<file path="src/design/assert_macros.svh">
// Assertion helper macros used by the deframer queue module.
`ifndef ASSERT_MACROS_SVH
`define ASSERT_MACROS_SVH

// Assert that a condition implies another one in the same cycle.
`define ASSERT_IMPLIES(label, clk, rst_n, a, b) \
  label: assert property (@(posedge clk) disable iff (!rst_n) (a) |-> (b)) \
    else $error("assertion failed");

// Assert that a condition implies another one in the next cycle.
`define ASSERT_NEXT(label, clk, rst_n, a, b) \
  label: assert property (@(posedge clk) disable iff (!rst_n) (a) |=> (b)) \
    else $error("assertion failed");

`endif

</file>
<file path="src/design/mbdf_pkg.sv">
// ----------------------------------------------------------------------------
// mbdf_pkg
// Types, codes and the CRC byte step for the MacBinary stream deframer.
// ----------------------------------------------------------------------------
package mbdf_pkg;

  typedef enum logic [2:0] {
    ST_HEADER = 3'd0,
    ST_DATA   = 3'd1,
    ST_RSRC   = 3'd2,
    ST_RAW    = 3'd3,
    ST_DONE   = 3'd4
  } stage_t;

  localparam logic [1:0] KIND_HDR  = 2'd0;
  localparam logic [1:0] KIND_DATA = 2'd1;
  localparam logic [1:0] KIND_RSRC = 2'd2;
  localparam logic [1:0] KIND_RAW  = 2'd3;

  localparam logic [15:0] CRC_POLY = 16'h1021;

  // one result item
  typedef struct packed {
    logic [7:0]  out_byte;
    logic [1:0]  stream_kind;
    logic        fork_last;
    logic        header_end;
    logic        header_valid;
    logic        version_two;
    logic [31:0] data_length;
    logic [31:0] resource_length;
    logic [7:0]  secondary_flags;
  } result_t;

  function automatic logic [15:0] crc_byte(input logic [15:0] crc, input logic [7:0] b);
    logic [15:0] c;
    c = crc ^ {b, 8'h00};
    for (int i = 0; i < 8; i++) begin
      c = c[15] ? ((c << 1) ^ CRC_POLY) : (c << 1);
    end
    return c;
  endfunction

endpackage

</file>
<file path="src/design/mbdf_front.sv">
// ----------------------------------------------------------------------------
// mbdf_front
// Classifies each byte against the header and fork state; emits result items.
// ----------------------------------------------------------------------------
module mbdf_front
  import mbdf_pkg::*;
(
  input  logic        clk,
  input  logic        rst_n,
  input  logic        dis,
  input  logic        take,
  input  logic [7:0]  b,
  input  logic        first,
  input  logic        last,
  output logic        res_vld,
  output result_t     res
);

  stage_t      stage_r, stage_nxt;
  logic [7:0]  pos_r, pos_nxt;
  logic [15:0] crc_r, crc_nxt;
  logic        ok_r, ok_nxt;
  logic [15:0] rcrc_r, rcrc_nxt;
  logic [7:0]  ver_r, ver_nxt, minv_r, minv_nxt, flg_r, flg_nxt;
  logic [31:0] dlen_r, dlen_nxt, rlen_r, rlen_nxt;
  logic [32:0] off_r, off_nxt;

  always_ff @(posedge clk) begin
    if (!rst_n) begin
      stage_r <= ST_HEADER; pos_r <= '0; crc_r <= '0; ok_r <= 1'b1;
      rcrc_r <= '0; ver_r <= '0; minv_r <= '0; flg_r <= '0;
      dlen_r <= '0; rlen_r <= '0; off_r <= '0;
    end else if (take) begin
      stage_r <= stage_nxt; pos_r <= pos_nxt; crc_r <= crc_nxt; ok_r <= ok_nxt;
      rcrc_r <= rcrc_nxt; ver_r <= ver_nxt; minv_r <= minv_nxt; flg_r <= flg_nxt;
      dlen_r <= dlen_nxt; rlen_r <= rlen_nxt; off_r <= off_nxt;
    end
  end

  stage_t      s;
  logic [7:0]  p;
  logic [15:0] c;
  logic        ok, crc_ok, newer, valid, v2;
  logic [31:0] len;
  logic [32:0] pad, off1;

  always_comb begin
    // clear stream state on the first byte of a file
    s = first ? ST_HEADER : stage_r;
    p = first ? 8'd0 : pos_r;
    c = first ? 16'd0 : crc_r;
    ok = first ? 1'b1 : ok_r;
    rcrc_nxt = first ? 16'd0 : rcrc_r;
    ver_nxt = first ? 8'd0 : ver_r;
    minv_nxt = first ? 8'd0 : minv_r;
    flg_nxt = first ? 8'd0 : flg_r;
    dlen_nxt = first ? 32'd0 : dlen_r;
    rlen_nxt = first ? 32'd0 : rlen_r;
    off_nxt = first ? 33'd0 : off_r;
    stage_nxt = s; pos_nxt = p; crc_nxt = c; ok_nxt = ok;
    res = '0;
    res.out_byte = b;
    res_vld = 1'b0;
    crc_ok = 1'b0; newer = 1'b0; valid = 1'b0; v2 = 1'b0;
    len = '0; pad = '0; off1 = '0;
    if (dis) begin
      res_vld = 1'b1;
      res.stream_kind = KIND_RAW;
    end else begin
      unique case (s)
        ST_HEADER: begin
          res_vld = 1'b1;
          res.stream_kind = KIND_HDR;
          if (p < 8'd124) crc_nxt = crc_byte(c, b);
          if (p == 8'd0 || p == 8'd74 || p == 8'd82) begin
            if (b != 8'd0) ok_nxt = 1'b0;
          end else if (p == 8'd1) begin
            if (b < 8'd1 || b >= 8'd65) ok_nxt = 1'b0;
          end else if (p >= 8'd83 && p <= 8'd86) begin
            dlen_nxt = {dlen_nxt[23:0], b};
          end else if (p >= 8'd87 && p <= 8'd90) begin
            rlen_nxt = {rlen_nxt[23:0], b};
          end else if (p == 8'd101) begin
            flg_nxt = b;
          end else if (p == 8'd122) begin
            ver_nxt = b;
          end else if (p == 8'd123) begin
            minv_nxt = b;
          end else if (p == 8'd124 || p == 8'd125) begin
            rcrc_nxt = {rcrc_nxt[7:0], b};
          end
          pos_nxt = p + 8'd1;
          if (p >= 8'd127) begin
            crc_ok = crc_nxt == rcrc_nxt;
            newer = crc_ok && ver_nxt > 8'd128;
            valid = ok_nxt && !(newer && minv_nxt > 8'd129);
            v2 = valid && newer;
            res.header_end = 1'b1;
            res.header_valid = valid;
            res.version_two = v2;
            res.data_length = dlen_nxt;
            res.resource_length = rlen_nxt;
            res.secondary_flags = v2 ? flg_nxt : 8'd0;
            off_nxt = '0;
            if (!valid) stage_nxt = ST_RAW;
            else if (dlen_nxt != 0) stage_nxt = ST_DATA;
            else if (rlen_nxt != 0) stage_nxt = ST_RSRC;
            else stage_nxt = ST_DONE;
          end else if (last) begin
            res.header_end = 1'b1;
            stage_nxt = ST_RAW;
          end
        end
        ST_DATA, ST_RSRC: begin
          len = (s == ST_DATA) ? dlen_nxt : rlen_nxt;
          pad = ({1'b0, len} + 33'd127) & ~33'd127;
          off1 = off_nxt + 33'd1;
          if (off_nxt < {1'b0, len}) begin
            res_vld = 1'b1;
            res.stream_kind = (s == ST_DATA) ? KIND_DATA : KIND_RSRC;
            res.fork_last = off1 == {1'b0, len};
          end
          off_nxt = off1;
          if (off1 >= pad) begin
            off_nxt = '0;
            if (s == ST_DATA && rlen_nxt != 0) stage_nxt = ST_RSRC;
            else stage_nxt = ST_DONE;
          end
        end
        ST_RAW: begin
          res_vld = 1'b1;
          res.stream_kind = KIND_RAW;
        end
        default: ;
      endcase
    end
  end

endmodule

</file>
<file path="src/design/mbdf_queue.sv">
// ----------------------------------------------------------------------------
// mbdf_queue
// Two-entry result queue between classification and the output port.
// ----------------------------------------------------------------------------
module mbdf_queue
  import mbdf_pkg::*;
(
  input  logic    clk,
  input  logic    rst_n,
  input  logic    push,
  input  result_t din,
  output logic    full,
  output logic    out_vld,
  input  logic    pop,
  output result_t dout
);
  `include "assert_macros.svh"

  result_t    mem_r [2];
  logic       wp_r, rp_r;
  logic [1:0] cnt_r;
  logic       do_pop;

  assign full    = cnt_r == 2'd2;
  assign out_vld = cnt_r != 2'd0;
  assign dout    = mem_r[rp_r];
  assign do_pop  = pop && out_vld;

  always_ff @(posedge clk) begin
    if (push) mem_r[wp_r] <= din;
  end

  always_ff @(posedge clk) begin
    if (!rst_n) begin
      wp_r <= 1'b0; rp_r <= 1'b0; cnt_r <= '0;
    end else begin
      if (push) wp_r <= ~wp_r;
      if (do_pop) rp_r <= ~rp_r;
      cnt_r <= cnt_r + {1'b0, push} - {1'b0, do_pop};
    end
  end

  `ASSERT_IMPLIES(a_no_overflow, clk, rst_n, push, !full || do_pop)
  `ASSERT_IMPLIES(a_cnt_range, clk, rst_n, 1'b1, cnt_r != 2'd3)
  `ASSERT_NEXT(a_hold, clk, rst_n, out_vld && !pop && !push, out_vld && $stable(dout))
endmodule

</file>
<file path="src/design/macbinary_stream_deframer.sv">
// ----------------------------------------------------------------------------
// macbinary_stream_deframer
// Detects a MacBinary header and splits the stream into data/resource forks.
// ----------------------------------------------------------------------------
// One byte is taken per cycle while in_stall is low. The front classifier
// checks the 128-byte header (CRC-16 over bytes 0..123, fixed fields,
// version bytes) and tracks fork offsets for each byte; results go into a
// two-entry queue that drives the output port, so in_stall rises only when
// that queue is full. The queue registers each item for the output port.
// Padding and trailing bytes produce no item. disable_detection passes every
// byte raw; write it only while the block is idle.
module macbinary_stream_deframer
  import mbdf_pkg::*;
(
  input  logic        clk,
  input  logic        rst_n,
  input  logic        cfg_we,
  input  logic        cfg_wdata,
  input  logic        in_valid,
  output logic        in_stall,
  input  logic [7:0]  in_in_byte,
  input  logic        in_first_of_file,
  input  logic        in_last_of_file,
  output logic        out_valid,
  input  logic        out_stall,
  output logic [7:0]  out_out_byte,
  output logic [1:0]  out_stream_kind,
  output logic        out_fork_last,
  output logic        out_header_end,
  output logic        out_header_valid,
  output logic        out_version_two,
  output logic [31:0] out_data_length,
  output logic [31:0] out_resource_length,
  output logic [7:0]  out_secondary_flags
);

  logic    dis_r;
  logic    take, res_vld, full;
  result_t res, q;

  // hold the config bit
  always_ff @(posedge clk) begin
    if (!rst_n) dis_r <= 1'b0;
    else if (cfg_we) dis_r <= cfg_wdata;
  end

  assign in_stall = full;
  assign take     = in_valid && !full;

  mbdf_front u_front (
    .clk, .rst_n, .dis(dis_r), .take,
    .b(in_in_byte), .first(in_first_of_file), .last(in_last_of_file),
    .res_vld, .res
  );

  mbdf_queue u_queue (
    .clk, .rst_n, .push(take && res_vld), .din(res), .full,
    .out_vld(out_valid), .pop(!out_stall), .dout(q)
  );

  assign out_out_byte        = q.out_byte;
  assign out_stream_kind     = q.stream_kind;
  assign out_fork_last       = q.fork_last;
  assign out_header_end      = q.header_end;
  assign out_header_valid    = q.header_valid;
  assign out_version_two     = q.version_two;
  assign out_data_length     = q.data_length;
  assign out_resource_length = q.resource_length;
  assign out_secondary_flags = q.secondary_flags;

endmodule

</file>
<file path="config.mk">
export PLATFORM = sky130hd
export DESIGN_NAME = macbinary_stream_deframer
export DESIGN_NICKNAME = d
export VERILOG_FILES = /design/src/design/mbdf_pkg.sv /design/src/design/mbdf_front.sv /design/src/design/mbdf_queue.sv /design/src/design/macbinary_stream_deframer.sv
export VERILOG_INCLUDE_DIRS = /design/src /design/src/design
export SDC_FILE = /design/constraint.sdc
export NUM_CORES = 1
export LEC_CHECK = 0
export BUFFER_PORTS_ARGS = -buffer_cell sky130_fd_sc_hd__buf_2
export CORE_MARGIN = 1
export CORE_UTILIZATION = 36
export CTS_CLUSTER_SIZE = 30
export DETAILED_ROUTE_END_ITERATION = 8
export GPL_ROUTABILITY_DRIVEN = 1
export PLACE_DENSITY_LB_ADDON = 0.1
export SLEW_MARGIN = 20
export SYNTH_ARGS = -nofsm -noshare
export SYNTH_HDL_FRONTEND = slang
export SYNTH_HIERARCHICAL = 1
export SYNTH_SLANG_ARGS = --single-unit
</file>
<file path="constraint.sdc">
create_clock -name clk -period 9.95 [get_ports clk]
set_input_delay 0 -clock clk [delete_from_list [all_inputs] [get_ports clk]]
set_output_delay 0 -clock clk [all_outputs]
set_load 0.05 [all_outputs]
</file>
* After elaboration in Yosys (flattened, before gate mapping)
Memories as Yosys holds them, arrays and structs flattened. A register that Yosys moved wholly into a read port is not among the register bits. Index checks and enable logic that the tools add are counted.
Cells by class: $add $sub $neg 5, multiply operators 0, div/mod/pow operators 0, magnitude comparators 12, equality and inequality tests 14, shift operators 0, multiplexer cells 121, bitwise operators 11, reduce and logical (&&, ||, !) cells 26
Operators by type and width (number):
- two-way mux 32 bit | 18
- two-way mux 16 bit | 19
- two-way mux 8 bit | 35
- two-way mux 33 bit | 4
- two-way mux 13 bit | 8
- nonzero test 32 bit | 3
- two-way mux 76 bit | 1
- two-way mux 75 bit | 1
- two-way mux 74 bit | 1
- one-hot mux 33 bit (2 select lines) | 1
- == test 8 x 7 -> 1 bit (second input constant) | 7
- adder 32 x 7 -> 33 bit (second input constant) | 1
- adder 33 x 1 -> 33 bit (second input constant) | 1
- == test 33 x 32 -> 1 bit | 1
- greater-or-equal comparator 33 bit | 1
- less-than comparator 33 x 32 -> 1 bit | 1
- greater-or-equal comparator 8 x 7 -> 1 bit (second input constant) | 4
- two-way mux 3 bit | 10
- NOT 3 bit | 8
- two-way mux 1 bit | 18
- == test 16 bit | 1
- > comparator 8 bit (second input constant) | 2
- <= comparator 8 x 7 -> 1 bit (second input constant) | 2
- bitwise XOR 16 bit | 1
- 22 further kinds | 40
Word-level totals: flip-flop bits (word level) 170, bits in latches 0, memory bits (writable) 172, ROM bits 0, logic and storage cells 205, memories kept 1
Memory list:
- u_queue.mem_r | depth 2, bits a word 86, rd ports 1, clocked after memory_dff 1, write ports 1, line mbdf_queue.sv:19 | result_t mem_r [2];

* Logic depth before layout (Yosys ltp)
depth in word-level cells 31, mapped depth 28

* Hierarchy
Netlist, hierarchy kept.
By module, submodules not included:
- mbdf_front | times used 1, cells an instance 1772, area an instance 13613.1 um2
- mbdf_queue | times used 1, cells an instance 291, area an instance 6653.9 um2
- macbinary_stream_deframer | times used 1, cells an instance 6, area an instance 60.1 um2

* Worst setup path after synthesis
No wires, ideal clock.
path type input to register, from input port in_first_of_file, to memory u_queue/mem_r[0][0] (netlist name), enable pin, library setup time 0.542 ns, data arrival time 7.457 ns, required time 9.408 ns, setup slack 1.951 ns, stages 21, path buffers 9, cells stage by stage buf_6 > buf_2 > buf_2 > buf_2 > buf_2 > buf_2 > buf_1 > clkbuf_1 > buf_1 > nor2b_1 > ha_1 > a21o_1 > o21ai_0 > a22oi_1 > o2111ai_1 > a21oi_1 > o31ai_1 > o211ai_1 > o2111ai_1 > and2_1 > nor2b_1
Between the ends: cells in the longest elaborated chain, start to end 10, elaborated cells on any way between the ends 18, those cells by class order compare: 1; eq/ne: 3; mux: 10; reduce/logical: 4
Ends and longest elaborated chain:
- from (decl) | line macbinary_stream_deframer.sv:22 | input logic in_first_of_file,
- two-way mux 3 bit | line mbdf_front.sv:49 | s = first ? ST_HEADER : stage_r;
- == test 3 x 1 -> 1 bit | line mbdf_front.sv:70, mbdf_front.sv:115
- two-way mux 32 bit | line mbdf_front.sv:115 | len = (s == ST_DATA) ? dlen_nxt : rlen_nxt;
- less-than comparator 33 x 32 -> 1 bit | line mbdf_front.sv:118 | if (off_nxt < {1'b0, len}) begin
- two-way mux 1 bit | line mbdf_front.sv:118
- one-hot mux 1 bit (2 select lines) (*) | line mbdf_front.sv:70 | unique case (s)
- two-way mux 1 bit (*) | line mbdf_front.sv:66 | if (dis) begin
- named net res_vld | line macbinary_stream_deframer.sv:38 | logic take, res_vld, full;
- logical AND 1 bit (*) | line macbinary_stream_deframer.sv:57 | .clk, .rst_n, .push(take && res_vld), .din(res), .full,
- two-way mux 1 bit (*) | line mbdf_queue.sv:30 | if (push) mem_r[wp_r] <= din;
- two-way mux 1 bit (implied by the code) (*) | line mbdf_queue.sv:30
- to (decl) | line mbdf_queue.sv:19
Mark *: on every way through the listed nets, which the timed path passes. The rest lies on a longest branch.

* Worst setup path in the final report
from register u_front.stage_r[0], to register u_front.off_r[16]
Between the ends: cells in the longest elaborated chain, start to end 8, elaborated cells on any way between the ends 11, those cells by class add/sub: 1; order compare: 1; eq/ne: 2; mux: 5; reduce/logical: 2
Ends and longest elaborated chain:
- from (decl) | line mbdf_front.sv:19 | stage_t stage_r, stage_nxt;
- from (signal assigned) | line mbdf_front.sv:34 | stage_r <= stage_nxt; pos_r <= pos_nxt; crc_r <= crc_nxt; ok_r <= ok_nxt;
- two-way mux 3 bit (*) | line mbdf_front.sv:49
- == test 3 x 1 -> 1 bit | line mbdf_front.sv:70, mbdf_front.sv:115
- two-way mux 32 bit | line mbdf_front.sv:115
- adder 32 x 7 -> 33 bit | line mbdf_front.sv:116 | pad = ({1'b0, len} + 33'd127) & ~33'd127;
- greater-or-equal comparator 33 bit | line mbdf_front.sv:124 | if (off1 >= pad) begin
- two-way mux 33 bit | line mbdf_front.sv:124
- one-hot mux 33 bit (2 select lines) (*) | line mbdf_front.sv:70
- two-way mux 33 bit (*) | line mbdf_front.sv:66
- to (signal assigned) | line mbdf_front.sv:36 | dlen_r <= dlen_nxt; rlen_r <= rlen_nxt; off_r <= off_nxt;
- to (decl) | line mbdf_front.sv:26 | logic [32:0] off_r, off_nxt;
Mark *: on every way between the ends. The rest lies on a longest branch, timed or not. A chain may end at the register's enable or synchronous reset.

==> summary.txt <==
Run status
  • Status: complete, no violations

Final layout
  • Most common cell after layout, fill and taps aside: nand2_1
  • Layout area overhead: 12.1%
  • Final nets: 2184
  • Most frequent cells in the layout: 182 x nand2_1, 172 x edfxtp_1, 171 x nor2b_1
  • Antenna diodes: 0
  • Fin util: 41.1%
  • Layout cell share with drive strength beyond 1: 15.8%
  • Final instance area: 0.0228 sq mm

Setup path
  • WS Path Type: register to register
  • Setup crit end kind: register
  • Worst Path Arrival: 6.75 ns
  • Critical Path Source Type: register
  • Critical path required time: 10.45 ns
  • CP max FO: 24
  • R2r worst-path depth: 19

STA
  • Final hold violation count: 0
  • Peak Freq: 160 MHz
  • Slew Viols, Final: 0
  • Min Clock Period, post-route: 6.25 ns
  • Final setup violation count: 0
  • Setup_tns: 0 ns
  • Max Clock Skew: 0.0275 ns
  • Slew @ Worst Pin: 1.14 ns
  • Worst hold slack: 0.0996 ns
  • RSZ-0062 raised after global routing: no
  • Slew margin rel.: 23.8%
  • Tcrit/Tclk final: 62.8%

Routing
  • WL final: 61200 microns
  • Vias post-DR: 15887
  • Via density: 5.50
  • Final antenna-violating net count: 0
  • Drt wl/cell: 21.2 microns
  • 1st-pass router iterations: 5
  • Detailed Route Iter0 Violations: 1248
  • Drt drc: 0

Floorplanning
  • Die Area: 0.0574 sq mm
  • Die Height: 240 microns
  • Initial Util: 36.7%
  • Core ar.: 0.0554 sq mm
  • Ports: 104
  • Die W: 240 microns
  • Row count: 86

Synthesis
  • Fraction of registers with async set/reset: 0%
  • Area leader, netlist: edfxtp_1
  • Synthesis-stage register bit count: 342
  • Net Count, Synth: 2145
  • Post-synthesis cell count: 2069
  • Mapped Area: 0.0203 sq mm
  • Seq/Total Area, Yosys: 42.2%
  • Top cells by area, synth: edfxtp_1 25%, dfxtp_1 17%, nor2b_1 5.3%, a22oi_1 4.7%, ha_1 3.7%
  • Ys flop type: edfxtp_1
  • Mean Syn Cell Area: 9.82 sq um
  • Number of flops mapped to enable cells by yosys: 172
  • Yosys Warn Count: 6
  • Post-synth top area share: 25.4%
  • Distinct cells, synth: 103

GRT
  • Largest net degree at the start of global routing: 120
  • Initial antenna violation count: 0
  • Total GRT Usage: 21.1%
  • First-pass GRT wire length: 93700 microns
  • Total congestion overflow: 0
  • Vias in the first global route: 15138

Clocking
  • Clock root cell: clkbuf_16
  • Num CTS Buffers: 40
  • Clk_lat worst skew: 0.58 ns
  • Clock buffer depth: 3
  • CTS tree: built
  • CTS clk-pin slew, worst paths: 0.05 ns
  • CTS H-tree depth: 2
  • CTS sink count: 342

Flow run
  • Max-cap viol count: 0

Power
  • Peak VDD IR: 0.160 mV
  • P per Cell Area: 193 mW/mm^2
  • Total Power: 4.39 mW
  • P_leak: 8.18 nW

Placed design
  • RD Place Congestion: 0.896
  • Port Buffers: 103
  • Placed Area: 0.0213 sq mm
  • Hpwl dp: 42500 microns

Hold path
  • Worst hold stages: 4
  • Hold WC Path Type: primary input to register
## metrics by stage
stage | std cells | setup WS, ns
floorplan | 2069 | 1.95
global placement | 2800 | 3.92
detailed placement | 2800 | 3.79
CTS | 2886 | 3.77
global route | 2887 | 3.17
finish | 2887 | 3.70
## flip-flops by register name, indices dropped and copies added, names as in the netlist, 7 cells and up, named ones only
| name | flops |
|---|---|
| u_front/flg_r | 8 |
| u_queue/mem_r | 172 |
| u_front/ver_r | 8 |
| u_front/dlen_r | 32 |
| u_front/minv_r | 7 |
| u_front/pos_r | 8 |
| u_front/rlen_r | 32 |
| u_front/off_r | 33 |
| u_front/rcrc_r | 16 |
| u_front/crc_r | 16 |
## per-layer routing
| layer | vias to the layer above | global-route usage, % | part of all wire, % |
|---|---|---|---|
| li1 | 7582 | - | - |
| met5 | - | 0 | 0 |
| met4 | 0 | 5.81 | 2.1 |
| met2 | 470 | 32.3 | 45 |
| met1 | 7753 | 30.7 | 48 |
| met3 | 82 | 3.20 | 5.3 |
## path summary, 6_finish.rpt
kind         slack, ns           endpoint                from
max               3.70  u_front/off_r[16]  u_front/stage_r[0]
min                0.1   u_front/off_r[3]            in_valid
max reg2reg       3.70  u_front/off_r[16]  u_front/stage_r[0]
min reg2reg       0.46   u_front/flg_r[4]    u_front/flg_r[4]
## synth_stat cells (12+ instances only)
library cell  number
a21o_1            29
a21oi_1           90
a22oi_1          128
and2_1            35
and3_1            14
buf_2             31
clkbuf_1          83
dfxtp_1          170
edfxtp_1         172
ha_1              60
inv_1             47
mux2_2            51
mux2_4            40
mux2i_1           64
nand2_1          183
nand2b_1          13
nand3_1           41
nand4_1           25
nor2_1           138
nor2b_1          172
nor3_1            33
nor3b_1           15
nor4_1            26
o211ai_1          12
o21ai_0           64
xnor2_1           82
xor2_1            30
## report_power, final
group / internal, mW / total, mW / switching [mW]
clock network: 0.894 / 1.50 / 0.611
logic: 0.368 / 1.20 / 0.829
registers: 1.62 / 1.69 / 0.0686
## repair_timing
item	4_1_cts	5_1_grt
hold endpoints to repair	94	0
buffers inserted	0	0
resized for setup	0	0
hold buffers	13	0
## layout make-up
type / instances / area, sq um
clock buffer: 63 / 1170
clock inverter: 10 / 179
fill: 5450 / 32600
inverter: 48 / 180
multi-input combinational: 1536 / 10900
sequential: 342 / 8570
tap: 748 / 936
timing repair buffer: 140 / 851
## cells by family after synthesis
| family | share of synthesized area (%) |
|---|---|
| XOR/XNOR | 5.71 |
| AND/OR/NAND/NOR | 21.2 |
| buffers and inverters | 4.48 |
| adder cells (fa/ha/maj) | 3.69 |
| flip-flops | 42.2 |
| multiplexers | 8.99 |
| AO/OA/AOI/OAI | 13.8 |
## worst max-delay path, stage by stage (launching register included)
cell      delay, ns
dfxtp_1        0.46
nor3b_4        0.22
buf_4          0.37
mux2i_1        0.67
a21oi_1        0.19
o311ai_1       0.59
nor4_2         0.10
nand2_1        0.28
nor3_1         0.12
xnor2_1        0.15
ha_1           0.30
a21o_1         0.19
a21o_1         0.16
a21oi_1        0.14
o21ai_0        0.13
a211o_1        0.37
or3b_1         0.53
nor3_4         0.85
a22oi_1        0.18
nor2b_1        0.16
No activity file was read; power rests on OpenSTA's default activity.
